==> src/design/frc_pkg.sv <==
// Shared constants and types for the frame receiver with CRC checks and classifier.
`default_nettype none

package frc_pkg;

   // Framing and CRC constants.
   localparam logic [7:0]  StartByte  = 8'h3D;
   localparam logic [7:0]  Crc8Poly   = 8'h39;
   localparam logic [7:0]  Crc8Init   = 8'h66;
   localparam logic [15:0] Crc16Poly  = 16'h1021;
   localparam logic [15:0] Crc16Init  = 16'h913D;
   localparam logic [7:0]  FormShort  = 8'hC5;
   localparam logic [7:0]  FormLong   = 8'h05;
   localparam logic [7:0]  DefaultLen = 8'd6;

   // Header byte positions.
   localparam logic [7:0] PosForm       = 8'd1;
   localparam logic [7:0] PosLenShort   = 8'd2;
   localparam logic [7:0] PosCrcShort   = 8'd3;
   localparam logic [7:0] PosLenLong    = 8'd4;
   localparam logic [7:0] PosCrcLong    = 8'd6;
   localparam logic [7:0] PosKind       = 8'd4;
   localparam logic [7:0] PosTypeLow    = 8'd11;
   localparam logic [7:0] PosTypeHigh   = 8'd12;

   // Short-form kind bytes.
   localparam logic [7:0] KindFirst  = 8'h03;
   localparam logic [7:0] KindLast   = 8'h08;
   localparam logic [7:0] KindSpecial = 8'h20;

   // Long-form type words.
   localparam logic [15:0] TypeA = 16'h021A;
   localparam logic [15:0] TypeB = 16'h0211;
   localparam logic [15:0] TypeC = 16'h0218;
   localparam logic [15:0] TypeD = 16'h0103;
   localparam logic [15:0] TypeE = 16'h0402;

   // Packet class codes.
   localparam logic [3:0] ClassNone     = 4'd0;
   localparam logic [3:0] ClassKindBias = 4'd2;
   localparam logic [3:0] ClassSpecial  = 4'd7;
   localparam logic [3:0] ClassTypeA    = 4'd8;
   localparam logic [3:0] ClassTypeB    = 4'd9;
   localparam logic [3:0] ClassTypeC    = 4'd10;
   localparam logic [3:0] ClassTypeD    = 4'd11;
   localparam logic [3:0] ClassTypeE    = 4'd12;
   localparam logic [3:0] ClassOther    = 4'd13;

   // Depth of the queue between the parser and the classifier.
   localparam int QueueDepth  = 2;
   localparam int QueuePtrW   = $clog2(QueueDepth);
   localparam int QueueCountW = $clog2(QueueDepth + 1);

   // Completed frame as handed from the parser to the classifier.
   typedef struct packed {
      logic [7:0]  frame_length;
      logic        crc16_ok;
      logic [7:0]  command_byte;
      logic [7:0]  kind_byte;
      logic [15:0] type_word;
   } frame_rec_type;

   // Queue occupancy status.
   typedef struct packed {
      logic                   full;
      logic                   empty;
      logic [QueueCountW-1:0] count;
   } queue_status_type;

endpackage

`default_nettype wire

==> src/design/frc_front.sv <==
// Frame parser: tracks byte position, checks the header CRC8 and runs the frame CRC16.
`default_nettype none

module frc_front (
   input  wire logic                clock,
   input  wire logic                reset,
   input  wire logic                byte_valid,
   input  wire logic [7:0]          rx_byte,
   output logic                     rec_valid,
   output frc_pkg::frame_rec_type   rec
);

   // One byte of CRC8, MSB first.
   function automatic logic [7:0] crc8_add(input logic [7:0] crc, input logic [7:0] b);
      logic [7:0] c;
      c = crc ^ b;
      for (int i = 0; i < 8; i++) begin
         c = c[7] ? ({c[6:0], 1'b0} ^ frc_pkg::Crc8Poly) : {c[6:0], 1'b0};
      end
      return c;
   endfunction

   // One byte of CRC16, MSB first.
   function automatic logic [15:0] crc16_add(input logic [15:0] crc, input logic [7:0] b);
      logic [15:0] c;
      c = crc ^ {b, 8'h00};
      for (int i = 0; i < 8; i++) begin
         c = c[15] ? ({c[14:0], 1'b0} ^ frc_pkg::Crc16Poly) : {c[14:0], 1'b0};
      end
      return c;
   endfunction

   logic [7:0]  pos_ff, pos_in;
   logic [7:0]  exp_len_ff, exp_len_in;
   logic        short_ff, short_in;
   logic [7:0]  hcrc_ff, hcrc_in;
   logic [15:0] fcrc_ff, fcrc_in;
   logic [15:0] last_ff, last_in;
   logic [7:0]  kind_ff, kind_in;
   logic [7:0]  cmd_ff, cmd_in;
   logic [15:0] type_ff, type_in;
   logic        rec_valid_ff, rec_valid_in;
   frc_pkg::frame_rec_type rec_ff, rec_in;

   logic [7:0] len_at;
   logic [7:0] crc_at;
   logic [8:0] count;

   // Next state for one accepted byte.
   always_comb begin
      pos_in       = pos_ff;
      exp_len_in   = exp_len_ff;
      short_in     = short_ff;
      hcrc_in      = hcrc_ff;
      fcrc_in      = fcrc_ff;
      last_in      = last_ff;
      kind_in      = kind_ff;
      cmd_in       = cmd_ff;
      type_in      = type_ff;
      rec_valid_in = 1'b0;
      rec_in       = rec_ff;
      len_at       = frc_pkg::PosLenLong;
      crc_at       = frc_pkg::PosCrcLong;
      count        = {1'b0, pos_ff} + 9'd1;

      if (byte_valid) begin
         if (pos_ff == 8'd0) begin
            // Idle: only the start byte opens a frame.
            if (rx_byte == frc_pkg::StartByte) begin
               exp_len_in = frc_pkg::DefaultLen;
               short_in   = 1'b0;
               kind_in    = 8'h00;
               cmd_in     = 8'h00;
               type_in    = 16'h0000;
               hcrc_in    = crc8_add(frc_pkg::Crc8Init, frc_pkg::StartByte);
               fcrc_in    = frc_pkg::Crc16Init;
               last_in    = {8'h00, frc_pkg::StartByte};
               pos_in     = 8'd1;
            end
         end else begin
            if (pos_ff == frc_pkg::PosForm) begin
               short_in = rx_byte[7];
               cmd_in   = rx_byte;
            end
            len_at = short_in ? frc_pkg::PosLenShort : frc_pkg::PosLenLong;
            crc_at = short_in ? frc_pkg::PosCrcShort : frc_pkg::PosCrcLong;

            if (pos_ff == len_at) exp_len_in = rx_byte;
            if (pos_ff == frc_pkg::PosKind) kind_in = rx_byte;
            if (pos_ff == frc_pkg::PosTypeLow) type_in = {type_ff[15:8], rx_byte};
            if (pos_ff == frc_pkg::PosTypeHigh) type_in = {rx_byte, type_ff[7:0]};

            // The frame CRC trails the input by two bytes.
            if (pos_ff >= 8'd2) fcrc_in = crc16_add(fcrc_ff, last_ff[15:8]);
            last_in = {last_ff[7:0], rx_byte};

            priority if (pos_ff < crc_at) begin
               hcrc_in = crc8_add(hcrc_ff, rx_byte);
               pos_in  = count[7:0];
            end else if (pos_ff == crc_at && rx_byte != hcrc_ff) begin
               pos_in = 8'd0;
            end else begin
               pos_in = count[7:0];
            end

            // Frame completes when the count reaches the length.
            if (!(pos_ff == crc_at && rx_byte != hcrc_ff) &&
                count >= {1'b0, exp_len_in}) begin
               pos_in              = 8'd0;
               rec_valid_in        = 1'b1;
               rec_in.frame_length = exp_len_in;
               rec_in.crc16_ok     = (last_in[15:8] == fcrc_in[7:0]) &&
                                     (last_in[7:0] == fcrc_in[15:8]);
               rec_in.command_byte = cmd_in;
               rec_in.kind_byte    = kind_in;
               rec_in.type_word    = type_in;
            end
         end
      end
   end

   // Control state.
   always_ff @(posedge clock) begin
      if (reset) begin
         pos_ff       <= 8'd0;
         exp_len_ff   <= frc_pkg::DefaultLen;
         short_ff     <= 1'b0;
         hcrc_ff      <= frc_pkg::Crc8Init;
         fcrc_ff      <= frc_pkg::Crc16Init;
         last_ff      <= 16'h0000;
         kind_ff      <= 8'h00;
         cmd_ff       <= 8'h00;
         type_ff      <= 16'h0000;
         rec_valid_ff <= 1'b0;
      end else begin
         pos_ff       <= pos_in;
         exp_len_ff   <= exp_len_in;
         short_ff     <= short_in;
         hcrc_ff      <= hcrc_in;
         fcrc_ff      <= fcrc_in;
         last_ff      <= last_in;
         kind_ff      <= kind_in;
         cmd_ff       <= cmd_in;
         type_ff      <= type_in;
         rec_valid_ff <= rec_valid_in;
      end
   end

   // Completed frame record.
   always_ff @(posedge clock) begin
      rec_ff <= rec_in;
   end

   assign rec_valid = rec_valid_ff;
   assign rec       = rec_ff;

endmodule

`default_nettype wire

==> src/design/frc_queue.sv <==
// Short queue of completed frame records between the parser and the classifier.
`default_nettype none

module frc_queue (
   input  wire logic                      clock,
   input  wire logic                      reset,
   input  wire logic                      wr_en,
   input  wire frc_pkg::frame_rec_type    wr_data,
   input  wire logic                      rd_en,
   output frc_pkg::frame_rec_type         rd_data,
   output frc_pkg::queue_status_type      status
);

   frc_pkg::frame_rec_type entry_ff [frc_pkg::QueueDepth];
   logic [frc_pkg::QueuePtrW-1:0]   wr_ptr_ff, wr_ptr_in;
   logic [frc_pkg::QueuePtrW-1:0]   rd_ptr_ff, rd_ptr_in;
   logic [frc_pkg::QueueCountW-1:0] count_ff, count_in;
   logic do_wr, do_rd;

   // Pointer and count updates; a read and a write may share a cycle.
   always_comb begin
      do_wr     = wr_en && (count_ff != frc_pkg::QueueCountW'(frc_pkg::QueueDepth));
      do_rd     = rd_en && (count_ff != '0);
      wr_ptr_in = wr_ptr_ff;
      rd_ptr_in = rd_ptr_ff;
      count_in  = count_ff;
      if (do_wr) begin
         wr_ptr_in = (wr_ptr_ff == frc_pkg::QueuePtrW'(frc_pkg::QueueDepth - 1)) ?
                     '0 : wr_ptr_ff + 1'b1;
      end
      if (do_rd) begin
         rd_ptr_in = (rd_ptr_ff == frc_pkg::QueuePtrW'(frc_pkg::QueueDepth - 1)) ?
                     '0 : rd_ptr_ff + 1'b1;
      end
      if (do_wr && !do_rd) count_in = count_ff + 1'b1;
      if (do_rd && !do_wr) count_in = count_ff - 1'b1;
   end

   always_ff @(posedge clock) begin
      if (reset) begin
         wr_ptr_ff <= '0;
         rd_ptr_ff <= '0;
         count_ff  <= '0;
      end else begin
         wr_ptr_ff <= wr_ptr_in;
         rd_ptr_ff <= rd_ptr_in;
         count_ff  <= count_in;
      end
   end

   // Storage.
   always_ff @(posedge clock) begin
      if (do_wr) entry_ff[wr_ptr_ff] <= wr_data;
   end

   assign rd_data      = entry_ff[rd_ptr_ff];
   assign status.count = count_ff;
   assign status.empty = (count_ff == '0);
   assign status.full  = (count_ff == frc_pkg::QueueCountW'(frc_pkg::QueueDepth));

endmodule

`default_nettype wire

==> src/design/frc_back.sv <==
// Classifier and result register: decodes the packet class and presents the result word.
`default_nettype none

module frc_back (
   input  wire logic                    clock,
   input  wire logic                    reset,
   input  wire logic                    head_valid,
   input  wire frc_pkg::frame_rec_type  head,
   output logic                         head_take,
   input  wire logic                    pop,
   output logic                         empty,
   output logic [7:0]                   frame_length,
   output logic                         crc16_ok,
   output logic [3:0]                   packet_class
);

   logic       out_valid_ff, out_valid_in;
   logic [7:0] len_ff;
   logic       ok_ff;
   logic [3:0] class_ff, class_in;

   // Packet class from the form byte and the kind byte or type word.
   always_comb begin
      class_in = frc_pkg::ClassNone;
      if (head.crc16_ok) begin
         priority if (head.command_byte == frc_pkg::FormShort) begin
            priority if (head.kind_byte >= frc_pkg::KindFirst &&
                         head.kind_byte <= frc_pkg::KindLast) begin
               class_in = head.kind_byte[3:0] - frc_pkg::ClassKindBias;
            end else if (head.kind_byte == frc_pkg::KindSpecial) begin
               class_in = frc_pkg::ClassSpecial;
            end else begin
               class_in = frc_pkg::ClassOther;
            end
         end else if (head.command_byte == frc_pkg::FormLong) begin
            unique case (head.type_word)
               frc_pkg::TypeA: class_in = frc_pkg::ClassTypeA;
               frc_pkg::TypeB: class_in = frc_pkg::ClassTypeB;
               frc_pkg::TypeC: class_in = frc_pkg::ClassTypeC;
               frc_pkg::TypeD: class_in = frc_pkg::ClassTypeD;
               frc_pkg::TypeE: class_in = frc_pkg::ClassTypeE;
               default:        class_in = frc_pkg::ClassOther;
            endcase
         end else begin
            class_in = frc_pkg::ClassNone;
         end
      end
   end

   // Load a new word when the result register is free or being emptied.
   assign head_take    = head_valid && (!out_valid_ff || pop);
   assign out_valid_in = head_take || (out_valid_ff && !pop);

   always_ff @(posedge clock) begin
      if (reset) begin
         out_valid_ff <= 1'b0;
      end else begin
         out_valid_ff <= out_valid_in;
      end
   end

   always_ff @(posedge clock) begin
      if (head_take) begin
         len_ff   <= head.frame_length;
         ok_ff    <= head.crc16_ok;
         class_ff <= class_in;
      end
   end

   assign empty        = !out_valid_ff;
   assign frame_length = len_ff;
   assign crc16_ok     = ok_ff;
   assign packet_class = class_ff;

endmodule

`default_nettype wire

==> src/design/frame_receiver_crc_classifier_core.sv <==
// Top level of the frame receiver with header CRC8, frame CRC16 and packet classifier.
//
// Input channel: one received bus byte per word on req_rx_byte, taken at a clock edge
// where push is high and full is low. Result channel: while empty is low the oldest
// result word (rsp_frame_length, rsp_crc16_ok, rsp_packet_class) is on the ports and
// is taken at an edge where pop is high.
// The parser takes one byte every cycle while full is low; its byte CRC updates are combinational.
// A frame that completes yields its result word on the ports once it has passed the
// parser register and the queue and the result register has loaded it; while the
// result register is not popped, the record waits in the queue.
// Frames with a bad header CRC8 and idle bytes other than the start byte give no word.
// Sustained rate is one byte per cycle while the receiver keeps popping.
// When the receiver stalls, up to two finished records wait in the queue behind the
// result register; full rises only when that queue is full, so bytes keep flowing
// while results wait.
// Reset is synchronous: the parser returns to idle, the queue and result register
// empty, and both CRCs return to their initial values.
`default_nettype none

module frame_receiver_crc_classifier_core (
   input  wire logic       clock,
   input  wire logic       reset,
   input  wire logic       push,
   output logic            full,
   input  wire logic [7:0] req_rx_byte,
   output logic            empty,
   input  wire logic       pop,
   output logic [7:0]      rsp_frame_length,
   output logic            rsp_crc16_ok,
   output logic [3:0]      rsp_packet_class
);

   logic                      byte_accept;
   logic                      rec_valid;
   frc_pkg::frame_rec_type    rec;
   frc_pkg::frame_rec_type    head;
   frc_pkg::queue_status_type q_status;
   logic                      head_take;

   // Hold off bytes when the queue cannot take another record.
   assign full        = q_status.full;
   assign byte_accept = push && !q_status.full;

   frc_front u_front (
      .clock     (clock),
      .reset     (reset),
      .byte_valid(byte_accept),
      .rx_byte   (req_rx_byte),
      .rec_valid (rec_valid),
      .rec       (rec)
   );

   frc_queue u_queue (
      .clock  (clock),
      .reset  (reset),
      .wr_en  (rec_valid),
      .wr_data(rec),
      .rd_en  (head_take),
      .rd_data(head),
      .status (q_status)
   );

   frc_back u_back (
      .clock       (clock),
      .reset       (reset),
      .head_valid  (!q_status.empty),
      .head        (head),
      .head_take   (head_take),
      .pop         (pop),
      .empty       (empty),
      .frame_length(rsp_frame_length),
      .crc16_ok    (rsp_crc16_ok),
      .packet_class(rsp_packet_class)
   );

   // A record never arrives at a full queue: full blocks the byte that would make one.
   assert property (@(posedge clock) disable iff (reset)
      q_status.full |=> !rec_valid)
      else $error("record written into a full queue");

   // The queue count stays within its depth.
   assert property (@(posedge clock) disable iff (reset)
      q_status.count <= frc_pkg::QueueCountW'(frc_pkg::QueueDepth))
      else $error("queue count beyond depth");

   // A failed frame CRC always carries the empty class.
   assert property (@(posedge clock) disable iff (reset)
      (!empty && !rsp_crc16_ok) |-> (rsp_packet_class == frc_pkg::ClassNone))
      else $error("class given for a frame with bad CRC16");

   // Classes stay within the defined codes.
   assert property (@(posedge clock) disable iff (reset)
      !empty |-> (rsp_packet_class <= frc_pkg::ClassOther))
      else $error("packet class out of range");

   // Reset leaves the result side empty.
   assert property (@(posedge clock)
      reset |=> empty)
      else $error("result present after reset");

endmodule

`default_nettype wire
==> config.mk <==
export PLATFORM = sky130hd
export DESIGN_NAME = frame_receiver_crc_classifier_core
export DESIGN_NICKNAME = d
export VERILOG_FILES = /design/src/design/frc_pkg.sv /design/src/design/frc_front.sv /design/src/design/frc_queue.sv /design/src/design/frc_back.sv /design/src/design/frame_receiver_crc_classifier_core.sv
export SDC_FILE = /design/constraint.sdc
export NUM_CORES = 1
export LEC_CHECK = 0
export BUFFER_PORTS_ARGS = -buffer_cell sky130_fd_sc_hd__buf_4
export CORE_AREA = 4 4 136 138
export DETAILED_ROUTE_END_ITERATION = 10
export DIE_AREA = 0 0 140 142
export PLACE_DENSITY_LB_ADDON = 0.25
export SYNTH_ARGS = -nofsm -noshare
export SYNTH_HDL_FRONTEND = slang
export SYNTH_SLANG_ARGS = --single-unit
==> constraint.sdc <==
create_clock -name clock -period 7.1 [get_ports clock]
set_clock_uncertainty 0.15 [all_clocks]
set_input_delay 1.42 -clock clock [delete_from_list [all_inputs] [get_ports clock]]
set_output_delay 1.42 -clock clock [all_outputs]
set_load 0.02 [all_outputs]
==> metrics.cfg <==
[status]
status = finished clean

[synthesis]
ys_types = 67
synth_top_cell_by_area = edfxtp_1
syn-num-nets = 884
syn_area_mm2 = 0.0101
yosysWarningCount = 0
async_flop_share_pct = 0
ys_seq_area_share_pct = 59.2
synth_edf_count = 136
syn_avg_cell_area_um2 = 11.8
ys.flop_type = edfxtp_1
netlist.area_leader.share_pct = 40.3
ys_seq_elements = 232
syn_inst = 856
yosys-top-cells-area = edfxtp_1, dfxtp_1, mux2_2

[clocking]
htree_levels = 1
cts_root_buf = clkbuf_16
cts-buffers-inserted = 23
clock_latency_ps = 500
max-clock-path-buffers = 3
cts_tree = done
post-cts-setup-buffers = 0
ctsHoldBuffers = 0
clkSinkCount = 232
path_clk_slew_ps = 70
post_cts_resized = 0

[critical_path]
ff2ff_path_depth = 17
required_ps = 7150
crit_path_end_kind = register
timing.critical_path.mode_cell = inv_1
r2r_start = u_front.pos_ff[5]
r2r_end = u_front.rec[24]
rrSetupSlack_ps = 1970
start_kind = register
arrival_ps = 5170
cp_max_fo = 39
path_cells = nor4_2 -> and3_1 -> mux2_2 -> ha_1 -> inv_1 -> nor4_2 -> buf_4 -> mux2_2 -> inv_1 -> ha_1 -> and3_1 -> a221oi_1 -> o21ai_0 -> a41oi_1 -> nand2b_1 -> inv_1 -> buf_4
cp_slowest_cell = and3_1
critPathKind = register to register
critPathMaxStageDelay_ps = 510

[power_and_ir_drop]
power_density_mw_per_mm2 = 268
power_mw = 3.03
vdd_drop_max_v = 0.000209
power_leakage_nw = 3.90

[timing]
rsz0062_at_grt = false
worst_pin_slew_ps = 1170
setup_tns_ps = 0
fin_crit_sh_pct = 72.2
setup_viol = 0
maxSlewHeadroom_pct = 21.7
drv_slew = 0
hold_viol = 0
fmax_ghz = 0.195
period_needed_ps = 5130

[finish]
nNetsFinal = 894
final_area_mm2 = 0.0113
final_common_cell = edfxtp_1
nFillCells = 1290
antenna_cells = 0
layout_common_cells = edfxtp_1, nor2_1, dfxtp_1
drive_above_1_share_pct = 15.0
area_growth_pct = 11.5

[drt]
drtIter0Drc = 509
routed_wl_um = 20900
detail-route-antenna-nets = 0
drc = 0
via_per_inst = 5.95
avgRoutedWirePerCell_um = 18.8
via_count = 6592
drtPass1Iterations = 5

[place]
gp_congestion = 0.925
io_buffers = 26
placed_area_mm2 = 0.0105
hpwlAfterDp_um = 13600

[die]
die_w_um = 140
die_area_mm2 = 0.0199
initial_utilization_pct = 59.0
coreArea_mm2 = 0.0172
die_h_um = 142
io_pins = 27
num_rows = 48

[grt]
grt.total_usage_pct = 20.9
grt_pass1_vias = 6445
grt.overflow.total = 0
antenna_found_initial = 0
grt_pass1_wl_um = 33800
grt_max_degree = 96

[run]
maxCapViolCount = 0

[hold_path]
worstHoldStart = u_front.rec[22]
min_path_type = register to register
hold_depth = 0
whs_endpoint = u_queue.entry_ff[1][22]

final cells by class:
| class | count | area [µm²] | share of cell area (%) |
|---|---|---|---|
| flip-flops and latches | 232 | 6010 | 53.1 |
| multi-input cells | 556 | 3890 | 34.4 |
| clock buffers | 28 | 624 | 5.52 |
| well taps | 225 | 282 | 2.49 |
| repair buffers | 30 | 225 | 1.99 |
| clock inverters | 13 | 198 | 1.75 |
| inverters | 23 | 86.3 | 0.763 |
how the worst max path moves through the flow:
stage / from / end / slack [ps] / cells past startpoint
final: u_front.pos_ff[5] / u_front.rec[24] / 1970 / 17
after global routing: u_front.pos_ff[5] / u_front.rec[23] / 1620 / 17
after CTS: u_front.pos_ff[5] / u_front.rec[10] / 1940 / 17
after detailed placement: req_rx_byte[7] / u_front.rec[24] / 1870 / 16
after global placement: req_rx_byte[7] / u_front.rec[17] / 1980 / 16
after floorplan: req_rx_byte[7] / u_front.pos_ff[0] / 1550 / 16
synthesized netlist by cell type, types with 7 or more instances:
master,n
nand2b_1,21
o22ai_1,13
xor2_1,24
nor2_1,114
a21o_1,10
nor3_1,20
and3_1,8
nand2_1,29
a22oi_1,58
ha_1,16
mux2i_1,14
mux2_2,44
clkbuf_1,32
dfxtp_1,96
o21ai_0,12
buf_2,8
xnor2_1,48
edfxtp_1,136
nor4_1,8
nand3_1,8
nor2b_1,7
a21oi_1,20
inv_1,23
logic make-up after synthesis:
logic type                 synth area share (%)
AOI/OAI and AO/OA                          10.7
xor gates and xnor gates                   7.13
adders and majority gates                  1.97
buffers and inverters                      2.66
DFF                                        59.2
muxes                                      6.27
and+or+nand+nor                            12.1
report_power, final:
group	leakage (nW)	switching, mW	internal [mW]
registers	1.93	0.0131	1.45
clock network	0.396	0.497	0.807
logic	1.57	0.164	0.101
worst max-delay path: cells and delay by family (launching register included):
family | cells | cell delay (ps)
DFF | 1 | 370
AOI/OAI and AO/OA | 3 | 590
and+or+nand+nor | 5 | 1610
adders and majority gates | 2 | 540
muxes | 2 | 790
buffers and inverters | 5 | 740
flip-flops by register name (all words and copies together), names as in the netlist, 2 cells and up, named ones only:
register and cells:
u_front.cmd_ff 8, u_back.packet_class 4, u_queue.entry_ff 82, u_front.hcrc_ff 8, u_front.exp_len_ff 8, u_front.type_ff 16, u_back.frame_length 8, u_front.kind_ff 8
u_front.pos_ff 8, u_front.rec 41, u_front.last_ff 16, u_queue.count_ff 2, u_front.fcrc_ff 16
stage by stage:
step                util [%]  std cells  worst slack [ps]  hold slack (ps)
floorplan                  -        856              1550              271
global placement        61.1       1066              1980              277
detailed placement      61.1       1066              1870              283
CTS                     65.9       1107              1940              296
global route            65.9       1107              1620              301
finish                  65.9       1107              1970              291
per-layer routing:
layer	track usage, %	up-vias	share of wire, %
met1	28.1	3231	44
met4	5.76	0	2.4
met3	2.99	40	4.8
met5	0	-	0
met2	36.0	178	49
li1	-	3143	-
No activity file was read; power rests on OpenSTA's default activity.
